**src/rtl/lcdns_pkg.sv**
```systemverilog
package lcdns_pkg;

    localparam logic [1:0] REQ_TEXT = 2'd0;
    localparam logic [1:0] REQ_CMD  = 2'd1;
    localparam logic [1:0] REQ_INIT = 2'd2;

    localparam logic [1:0] CFG_LINE_WIDTH   = 2'd0;
    localparam logic [1:0] CFG_BACKLIGHT_ON = 2'd1;

    localparam logic [7:0] CHAR_NEWLINE = 8'h0A;
    localparam logic [7:0] BIT_BL       = 8'h08;
    localparam logic [7:0] BIT_RS       = 8'h01;

    localparam int unsigned STEP_W = 6;

    localparam logic [STEP_W-1:0] STEP_LINE2 = 6'd0;
    localparam logic [STEP_W-1:0] STEP_DATA  = 6'd4;
    localparam logic [STEP_W-1:0] STEP_INIT  = 6'd8;

    typedef struct packed {
        logic [1:0] req_type;
        logic [7:0] data_byte;
        logic       text_start;
    } t_in_item;

    typedef struct packed {
        logic [7:0]  expander_byte;
        logic        has_byte;
        logic [15:0] wait_us;
        logic        last;
    } t_out_item;

    typedef enum logic [1:0] {
        SRC_CONST,
        SRC_DATA_HI,
        SRC_DATA_LO
    } t_src;

    typedef enum logic [1:0] {
        FIN_NONE,
        FIN_IF_NL,
        FIN_ALWAYS
    } t_fin;

    typedef struct packed {
        t_src        src;
        logic [7:0]  byte_bits;
        logic        has_byte;
        logic [15:0] wait_us;
        t_fin        fin;
    } t_uword;

    typedef struct packed {
        logic busy;
        logic last;
    } t_seq_stat;

    function automatic t_uword uw(input t_src src, input logic [7:0] b,
                                  input logic has, input logic [15:0] w,
                                  input t_fin fin);
        t_uword u;
        u.src       = src;
        u.byte_bits = b;
        u.has_byte  = has;
        u.wait_us   = w;
        u.fin       = fin;
        return u;
    endfunction

    // Control store. Steps 0..3 send the second-line command, 4..7 send the
    // request's own byte, 8..35 are the power-up sequence.
    function automatic t_uword lcdns_rom(input logic [STEP_W-1:0] step);
        t_uword u;
        case (step)
            6'd0:    u = uw(SRC_CONST,   8'hC4, 1'b1, 16'd500,   FIN_NONE);
            6'd1:    u = uw(SRC_CONST,   8'hC0, 1'b1, 16'd100,   FIN_NONE);
            6'd2:    u = uw(SRC_CONST,   8'h04, 1'b1, 16'd500,   FIN_NONE);
            6'd3:    u = uw(SRC_CONST,   8'h00, 1'b1, 16'd100,   FIN_IF_NL);
            6'd4:    u = uw(SRC_DATA_HI, 8'h04, 1'b1, 16'd500,   FIN_NONE);
            6'd5:    u = uw(SRC_DATA_HI, 8'h00, 1'b1, 16'd100,   FIN_NONE);
            6'd6:    u = uw(SRC_DATA_LO, 8'h04, 1'b1, 16'd500,   FIN_NONE);
            6'd7:    u = uw(SRC_DATA_LO, 8'h00, 1'b1, 16'd100,   FIN_ALWAYS);
            6'd8:    u = uw(SRC_CONST,   8'h00, 1'b0, 16'd50000, FIN_NONE);
            6'd9:    u = uw(SRC_CONST,   8'h30, 1'b1, 16'd5000,  FIN_NONE);
            6'd10:   u = uw(SRC_CONST,   8'h34, 1'b1, 16'd500,   FIN_NONE);
            6'd11:   u = uw(SRC_CONST,   8'h30, 1'b1, 16'd5100,  FIN_NONE);
            6'd12:   u = uw(SRC_CONST,   8'h34, 1'b1, 16'd500,   FIN_NONE);
            6'd13:   u = uw(SRC_CONST,   8'h30, 1'b1, 16'd300,   FIN_NONE);
            6'd14:   u = uw(SRC_CONST,   8'h24, 1'b1, 16'd500,   FIN_NONE);
            6'd15:   u = uw(SRC_CONST,   8'h20, 1'b1, 16'd300,   FIN_NONE);
            6'd16:   u = uw(SRC_CONST,   8'h24, 1'b1, 16'd500,   FIN_NONE);
            6'd17:   u = uw(SRC_CONST,   8'h20, 1'b1, 16'd100,   FIN_NONE);
            6'd18:   u = uw(SRC_CONST,   8'h84, 1'b1, 16'd500,   FIN_NONE);
            6'd19:   u = uw(SRC_CONST,   8'h80, 1'b1, 16'd100,   FIN_NONE);
            6'd20:   u = uw(SRC_CONST,   8'h04, 1'b1, 16'd500,   FIN_NONE);
            6'd21:   u = uw(SRC_CONST,   8'h00, 1'b1, 16'd100,   FIN_NONE);
            6'd22:   u = uw(SRC_CONST,   8'h84, 1'b1, 16'd500,   FIN_NONE);
            6'd23:   u = uw(SRC_CONST,   8'h80, 1'b1, 16'd100,   FIN_NONE);
            6'd24:   u = uw(SRC_CONST,   8'h04, 1'b1, 16'd500,   FIN_NONE);
            6'd25:   u = uw(SRC_CONST,   8'h00, 1'b1, 16'd100,   FIN_NONE);
            6'd26:   u = uw(SRC_CONST,   8'h14, 1'b1, 16'd500,   FIN_NONE);
            6'd27:   u = uw(SRC_CONST,   8'h10, 1'b1, 16'd2100,  FIN_NONE);
            6'd28:   u = uw(SRC_CONST,   8'h04, 1'b1, 16'd500,   FIN_NONE);
            6'd29:   u = uw(SRC_CONST,   8'h00, 1'b1, 16'd100,   FIN_NONE);
            6'd30:   u = uw(SRC_CONST,   8'h64, 1'b1, 16'd500,   FIN_NONE);
            6'd31:   u = uw(SRC_CONST,   8'h60, 1'b1, 16'd100,   FIN_NONE);
            6'd32:   u = uw(SRC_CONST,   8'h04, 1'b1, 16'd500,   FIN_NONE);
            6'd33:   u = uw(SRC_CONST,   8'h00, 1'b1, 16'd100,   FIN_NONE);
            6'd34:   u = uw(SRC_CONST,   8'hC4, 1'b1, 16'd500,   FIN_NONE);
            6'd35:   u = uw(SRC_CONST,   8'hC0, 1'b1, 16'd100,   FIN_ALWAYS);
            default: u = uw(SRC_CONST,   8'h00, 1'b0, 16'd0,     FIN_ALWAYS);
        endcase
        return u;
    endfunction

endpackage

```
**src/rtl/lcdns_seq.sv**
```systemverilog
module lcdns_seq
    import lcdns_pkg::*;
(
    input  logic              i_clk,
    input  logic              i_rst_n,
    input  logic              i_start,
    input  logic [STEP_W-1:0] i_entry,
    input  logic              i_nl,
    input  logic              i_adv,
    output t_uword            o_uword,
    output t_seq_stat         o_stat
);

    logic [STEP_W-1:0] r_step;
    logic [STEP_W-1:0] n_step;
    logic              r_busy;
    logic              n_busy;
    t_uword            uword;
    logic              fin_now;

    assign uword = lcdns_rom(r_step);

    // A conditional finish ends the program early when the item was a newline.
    assign fin_now = (uword.fin == FIN_ALWAYS) || ((uword.fin == FIN_IF_NL) && i_nl);

    always_comb begin
        n_step = r_step;
        n_busy = r_busy;
        if (i_start) begin
            n_step = i_entry;
            n_busy = 1'b1;
        end else if (r_busy && i_adv) begin
            if (fin_now) begin
                n_busy = 1'b0;
            end else begin
                n_step = r_step + 1'b1;
            end
        end
    end

    always_ff @(posedge i_clk) begin
        if (!i_rst_n) begin
            r_step <= '0;
            r_busy <= 1'b0;
        end else begin
            r_step <= n_step;
            r_busy <= n_busy;
        end
    end

    assign o_uword     = uword;
    assign o_stat.busy = r_busy;
    assign o_stat.last = fin_now;

endmodule

```
**src/rtl/char_lcd_nibble_sequencer.sv**
```systemverilog
// A taken item loads the step register; its first result then enters the output register.
// Throughput: one result per cycle when not stalled, from a 36-step control store; a text
// item gives 4 or 8 results, a raw command 4 and init 28, and the next item is taken at
// the edge after the one issuing the final step. Request type 3 is consumed with no results.
// Reset (synchronous, active low): idle, column 0, line width 16, backlight on.
module char_lcd_nibble_sequencer
    import lcdns_pkg::*;
(
    input  logic       i_clk,
    input  logic       i_rst_n,
    input  logic       i_in_valid,
    output logic       o_in_ready,
    input  t_in_item   i_in,
    output logic       o_out_valid,
    input  logic       i_out_ready,
    output t_out_item  o_out,
    input  logic       i_cfg_valid,
    output logic       o_cfg_ready,
    input  logic [1:0] i_cfg_index,
    input  logic [5:0] i_cfg_data
);

    logic [5:0]  r_line_width;
    logic        r_backlight;
    logic [5:0]  r_column;
    logic [5:0]  n_column;
    logic [7:0]  r_data;
    logic        r_rs;
    logic        r_nl;
    logic        r_out_valid;
    t_out_item   r_out;

    t_uword      uword;
    t_seq_stat   stat;
    logic        accept;
    logic        start;
    logic        adv;
    logic [STEP_W-1:0] entry;
    logic        is_nl;
    logic [5:0]  col0;
    logic        wrap;
    logic [3:0]  nib;
    logic [7:0]  step_byte;

    assign o_in_ready  = !stat.busy;
    assign o_cfg_ready = 1'b1;
    assign accept      = i_in_valid && o_in_ready;
    assign adv         = !r_out_valid || i_out_ready;

    assign is_nl = (i_in.data_byte == CHAR_NEWLINE);
    assign col0  = i_in.text_start ? 6'd0 : r_column;
    assign wrap  = is_nl || (col0 >= r_line_width);

    // Entry point and column update are settled when the item is taken.
    always_comb begin
        start    = 1'b0;
        entry    = STEP_DATA;
        n_column = r_column;
        unique case (i_in.req_type)
            REQ_TEXT: begin
                start = accept;
                entry = wrap ? STEP_LINE2 : STEP_DATA;
                if (accept) begin
                    n_column = is_nl ? 6'd0 : ((wrap ? 6'd0 : col0) + 6'd1);
                end
            end
            REQ_CMD: begin
                start = accept;
                entry = STEP_DATA;
            end
            REQ_INIT: begin
                start = accept;
                entry = STEP_INIT;
            end
            default: begin
                start = 1'b0;
            end
        endcase
    end

    lcdns_seq u_seq (
        .i_clk   (i_clk),
        .i_rst_n (i_rst_n),
        .i_start (start),
        .i_entry (entry),
        .i_nl    (r_nl),
        .i_adv   (adv),
        .o_uword (uword),
        .o_stat  (stat)
    );

    assign nib = (uword.src == SRC_DATA_HI) ? r_data[7:4] : r_data[3:0];

    always_comb begin
        if (uword.src == SRC_CONST) begin
            step_byte = uword.byte_bits;
        end else begin
            step_byte = {nib, 4'b0000} | uword.byte_bits | (r_rs ? BIT_RS : 8'h00);
        end
        if (uword.has_byte) begin
            step_byte = step_byte | (r_backlight ? BIT_BL : 8'h00);
        end
    end

    always_ff @(posedge i_clk) begin
        if (!i_rst_n) begin
            r_line_width <= 6'd16;
            r_backlight  <= 1'b1;
            r_column     <= 6'd0;
            r_out_valid  <= 1'b0;
        end else begin
            if (i_cfg_valid) begin
                if (i_cfg_index == CFG_LINE_WIDTH) begin
                    r_line_width <= i_cfg_data;
                end else if (i_cfg_index == CFG_BACKLIGHT_ON) begin
                    r_backlight <= i_cfg_data[0];
                end
            end
            r_column <= n_column;
            if (stat.busy && adv) begin
                r_out_valid <= 1'b1;
            end else if (i_out_ready) begin
                r_out_valid <= 1'b0;
            end
        end
    end

    always_ff @(posedge i_clk) begin
        if (start) begin
            r_data <= i_in.data_byte;
            r_rs   <= (i_in.req_type == REQ_TEXT);
            r_nl   <= (i_in.req_type == REQ_TEXT) && is_nl;
        end
        if (stat.busy && adv) begin
            r_out.expander_byte <= step_byte;
            r_out.has_byte      <= uword.has_byte;
            r_out.wait_us       <= uword.wait_us;
            r_out.last          <= stat.last;
        end
    end

    assign o_out_valid = r_out_valid;
    assign o_out       = r_out;

endmodule
```
**config.mk**
```make
export PLATFORM = sky130hd
export DESIGN_NAME = char_lcd_nibble_sequencer
export DESIGN_NICKNAME = d
export VERILOG_FILES = /design/src/rtl/lcdns_pkg.sv /design/src/rtl/lcdns_seq.sv /design/src/rtl/char_lcd_nibble_sequencer.sv
export SDC_FILE = /design/constraint.sdc
export NUM_CORES = 1
export LEC_CHECK = 0
export ABC_CLOCK_PERIOD_IN_PS = 3100
export BUFFER_PORTS_ARGS = -buffer_cell sky130_fd_sc_hd__buf_4
export CAP_MARGIN = 0
export CELL_PAD_IN_SITES_DETAIL_PLACEMENT = 1
export CELL_PAD_IN_SITES_GLOBAL_PLACEMENT = 2
export CORE_MARGIN = 2
export CORE_UTILIZATION = 35
export CTS_CLUSTER_SIZE = 24
export DETAILED_ROUTE_END_ITERATION = 8
export GPL_ROUTABILITY_DRIVEN = 0
export PLACE_DENSITY_LB_ADDON = 0.1
export SYNTH_ARGS = -nofsm -noshare
export SYNTH_HDL_FRONTEND = slang
export SYNTH_SLANG_ARGS = --single-unit
export TNS_END_PERCENT = 20
```
**constraint.sdc**
```tcl
create_clock -name i_clk -period 3.1 [get_ports i_clk]
set_input_delay 0.62 -clock i_clk [delete_from_list [all_inputs] [get_ports i_clk]]
set_output_delay 0.62 -clock i_clk [all_outputs]
set_load 0.02 [all_outputs]
```
; ---- After elaboration in Yosys (flattened, before gate mapping)
; Memories as Yosys holds them, arrays and structs flattened. A register that Yosys moved wholly into a read port is not among the register bits.
; Cells that the tools add are included.
[classes]
mux = 21
bitwise_logic = 4
order_cmp = 1
add_sub_neg = 2
n_eq_ne = 8
n_reduce_logical = 21
[op_table]
columns = cell, count
row1 = $mux 6, 8
row2 = $mux 8, 2
row3 = $add 6x1->6 const B, 2
row4 = $eq 2x1->1 const B, 4
row5 = $eq 8x4->1 const B, 1
row6 = $mux 4, 2
row7 = $or 8x1->8, 1
row8 = $or 8x4->8, 1
row9 = $or 8x8->8, 1
row10 = $pmux 4 s2, 1
row11 = $reduce_and 2->1, 4
row12 = $mux 1, 7
row13 = $ge 6x6->1, 1
row14 = $logic_not 2->1, 3
row15 = $reduce_bool 2->1, 3
row16 = $eq 2x2->1 const B, 2
row17 = $logic_and 1x1->1, 4
row18 = $logic_or 1x1->1, 3
row19 = $mux 3, 1
row20 = $reduce_and 3->1, 1
row21 = $reduce_or 3->1, 1
row22 = $logic_not 1->1, 2
row23 = $ne 2x2->1 const B, 1
row24 = $not 1->1, 1
[totals]
output_inout_bits = 29
inputBits = 24
n_memories = 1
wordCells = 71
rom_bits = 1408
ff_bits = 57
[mem_list]
columns = name, words, word_bits, read_ports, rd_ports_with_merged_regs, wr, line
row1 = (name not given), 64, 22, 1, 1, 0, lcdns_pkg.sv:74  ; case (step)

; ---- Logic depth before layout (Yosys ltp)
[logic_depth]
ltp_word = 8
mapped_depth = 12

; ---- Cells and area by module
; A second synthesis with hierarchy kept.
[unflattened]
hier_cells = 318
area_unflattened_um2 = 3452.1
[by_module_without_submodules]
columns = mod, instances, cells_each, seq_area_each_um2, area_per_inst_um2
row1 = char_lcd_nibble_sequencer, 1, 153, 1361.3, 2072.0
row2 = lcdns_seq, 1, 165, 540.5, 1380.1

; ---- Least setup slack after synthesis
; Ideal clock, no wire load.
[synth_path]
path_kind = in2reg
from = in i_in[0] in the netlist's numbering
to = reg r_column[4]
path_stages = 12
arrival_ns = 2.487
setup_slack_ns = 0.486
path_buffers = 0
path_cell_list = nand2b_1 ha_1 nand2b_1 a21oi_1 o211ai_1 nor2_1 and2_1 ha_1 nand3_1 a21o_1 a21oi_1 nor2_1
[synth_between]
elab_chain_len = 6
[synth_lines]
columns = element, line
row1 = from (decl), char_lcd_nibble_sequencer.sv:13  ; input t_in_item i_in,
row2 = $mux 6 *, char_lcd_nibble_sequencer.sv:51  ; assign col0 = i_in.text_start ? 6'd0 : r_column;
row3 = $ge 6x6->1, char_lcd_nibble_sequencer.sv:52  ; assign wrap = is_nl || (col0 >= r_line_width);
row4 = $logic_or 1x1->1, char_lcd_nibble_sequencer.sv:52
row5 = $mux 6 *, char_lcd_nibble_sequencer.sv:64  ; n_column = is_nl ? 6'd0 : ((wrap ? 6'd0 : col0) + 6'd1);
row6 = $add 6x1->6 *, char_lcd_nibble_sequencer.sv:64
row7 = $mux 6 *, char_lcd_nibble_sequencer.sv:64
row8 = to (signal assigned), char_lcd_nibble_sequencer.sv:119  ; r_column <= n_column;
row9 = to (decl), char_lcd_nibble_sequencer.sv:25  ; logic [5:0] r_column;
; Every way passes the cells marked *; elsewhere a longest branch is shown, timed or not.
; A chain may end at the register's enable or synchronous reset.

; ---- Worst setup path in the final report
; Same ends and word-level chain as after synthesis.

==> impl_metrics.toml <==
[run_status]
status = "finished, final reports clean"

[clocking]
cts_buffers = 9
htree_levels = 3
post_cts_buffers = 0
clk_latency_ns = 0.34
cts-root-buf = "clkbuf_8"
post_cts_hold_buffer_count = 0
cts_tree = "yes"
clkTransAtPathRegs_ns = 0.09
clkSinkCount = 70
cts_resized = 0
clockBufferDepth = 2

[power]
power_frac_seq_pct = 53.0
powerDensity_nw_per_um2 = 530
pwr-share-comb_pct = 10.9
internal_power_mw = 1.40
p_clk_share_pct = 36.1
netSwitchingPower_uw = 534
cellLeakagePower_nw = 1.43
p_sw_share_pct = 27.7
irDropWorstVdd_v = 0.000236

[synthesis]
ys_warn_count = 0
synth-main-ff-cell = "dfxtp_1"
syn_area_per_cell_um2 = 10.4
yosys.area.top_type_share_pct = 29.1
synth_edf_count = 29
syn_area_um2 = 2990
synthDistinctLibCells = 53
async_flop_share_pct = 0
synthTopCellsByArea = "edfxtp_1 29%, dfxtp_1 27%, nor2_1 3.9%"
synth.most_common_cell = "dfxtp_1"
ys_seq_area_share_pct = 56.6
synth_cells = 287
yosys-top-cells-count = "41 x dfxtp_1, 31 x nor2_1, 29 x edfxtp_1"
synth_largest_area_cell = "edfxtp_1"
ys_ff_latch = 70

[route]
routedWlPerCell_um = 15.8
dr.pass1.iters = 4
vias = 2239
viasPerCell = 4.94
routed_wl_um = 7150
first_iter_violations = 100
ant_nets = 0
drc = 0

[floorplanning]
ios = 53
start_util_pct = 36.2
core_area_um2 = 8260
die_x_um = 96.4
num_rows = 33
die_h_um = 96.4
die_area_um2 = 9290

[critical_path]
critPathSlowestCell = "ha_1"
startpoint = "i_in[0]"
crit_buf_inv = 1
path_max_fanout = 8
r2r-start = "u_seq.r_busy"
required_ns = 3.34
crit_path_start_kind = "input pin"
crit_type = "input pin to register"
cpPeakStageDelay_ns = 0.26
crit_family = "simple AND/OR/NAND/NOR gates"
cp-end-kind = "register"
critPathArrivalTime_ns = 2.77
reg2reg_slack_ns = 0.61
crit_chain = "buf_4 -> nand2b_1 -> ha_1 -> nand2b_1 -> a21oi_1 -> o211ai_1 -> nor2_1 -> and2_1 -> ha_1 -> nand3_1 -> a21o_1 -> a21oi_1 -> nor2_1"

[final_layout]
insertedDiodeCount = 0
design_area_um2 = 3640
area_growth_pct = 21.9
nNetsFinal = 375
drive_above_1_share_pct = 23.6

[run]
cap_violations = 0

[sta]
period_minus_slack_ns = 2.52
fin_crit_sh_pct = 81.4
fin_skew_ns = 0.00904
relSlewSlack_pct = 32.7
tightestPinTransition_ns = 1.01
final_max_slew_viol_count = 0
hold_violations = 0
fmax_ghz = 0.396
setup_tns_ns = 0
rsz0062_at_grt = "no"
setup_viol = 0

[hold_path]
hold_class = "register to register"
min-delay-start = "u_seq.o_uword[17]"

[global_route]
first_global_vias = 2324
grt_overflow = 0
grt_max_degree = 20
grt_antenna_before_repair = 0
grt_usage_pct = 17.0
grt_pass1_wl_um = 11700

[place]
io_buffer_count = 46
place_area_um2 = 3460
dp_hpwl_um = 5370
-- registers in the layout (all words and copies together) (netlist names) --
name / cells
r_rs: 1
u_seq.r_step: 6
o_out_valid: 1
r_line_width: 6
r_backlight: 1
u_seq.r_busy: 1
r_data: 8
r_nl: 1
u_seq.o_uword: 20
r_column: 6
o_out: 19
-- cells by family after synthesis --
kind of cell,Yosys count,share of synthesized area [%]
AND/OR/NAND/NOR,111,19.3
flip-flops,70,56.6
AO/OA/AOI/OAI,57,12.9
buffers and inverters,32,5.32
adder cells (fa/ha/maj),8,3.35
multiplexers,4,1.34
XOR/XNOR,3,0.880
other,2,0.251
-- worst register-to-register path, cell delays in order (launching register included) --
cell	delay, ns
dfxtp_1	0.42
inv_2	0.10
nor4_2	0.52
xnor2_1	0.28
nand2b_1	0.24
clkinv_1	0.26
o311ai_0	0.41
a21oi_1	0.14
-- worst paths after layout --
path / endpoint / depth (start not counted)
max: r_column[4] / 13
min: o_out[15] / 0
max reg2reg: u_seq.o_uword[23] / 7
min reg2reg: o_out[15] / 0
-- power by group through the flow --
| stage | Clock, mW | Combinational (mW) | Sequential, mW |
|---|---|---|---|
| after floorplan | 0 | 0.112 | 1.06 |
| after global routing | 0.758 | 0.233 | 1.03 |
| final | 0.696 | 0.210 | 1.02 |
| after detailed placement | 0 | 0.211 | 1.05 |
| after CTS | 0.724 | 0.212 | 1.02 |
| after global placement | 0 | 0.209 | 1.04 |
-- metal layers --
layer  vias up  track usage [%]  wire length [µm]
li1       1126                -                 -
met2        52             24.5              2980
met4         0             7.63               108
met5         -                0                 0
met3         8             3.65               366
met1      1053             24.4              3700
-- layout by cell type, fill, tap and decap left out, types with 4 or more instances in the layout --
master	instances
dfxtp_1	41
nor2_1	30
nor3_1	7
inv_1	13
and2_1	4
a221o_1	4
a31oi_1	5
inv_6	4
nand3_1	12
ha_1	8
conb_1	6
clkbuf_8	9
edfxtp_1	29
mux2i_1	4
nand2_1	22
nor2b_1	9
o21ai_0	4
nand2b_1	5
buf_4	55
a21oi_1	22
-- cell type report --
class / instances / area (µm²)
clock buffers: 9 / 124
inverters: 18 / 67.6
repair buffers: 55 / 413
well taps: 105 / 131
clock inverters: 7 / 61.3
flip-flops and latches: 70 / 1690
multi-input cells: 189 / 1150
fillers: 961 / 4610
-- through the flow --
step           util, %  hold WS (ns)  cells  power, mW  worst slack (ns)
4_1_cts           44.1         0.405    453       1.96             0.587
3_5_place_dp      41.9         0.390    437       1.26             0.223
3_3_place_gp      41.9         0.389    437       1.25             0.313
5_1_grt           44.1         0.410    453       2.02             0.356
2_1_floorplan        -         0.386    291       1.17             0.486
6_report          44.1         0.402    453       1.93             0.576
No activity file was read; power rests on OpenSTA's default activity.
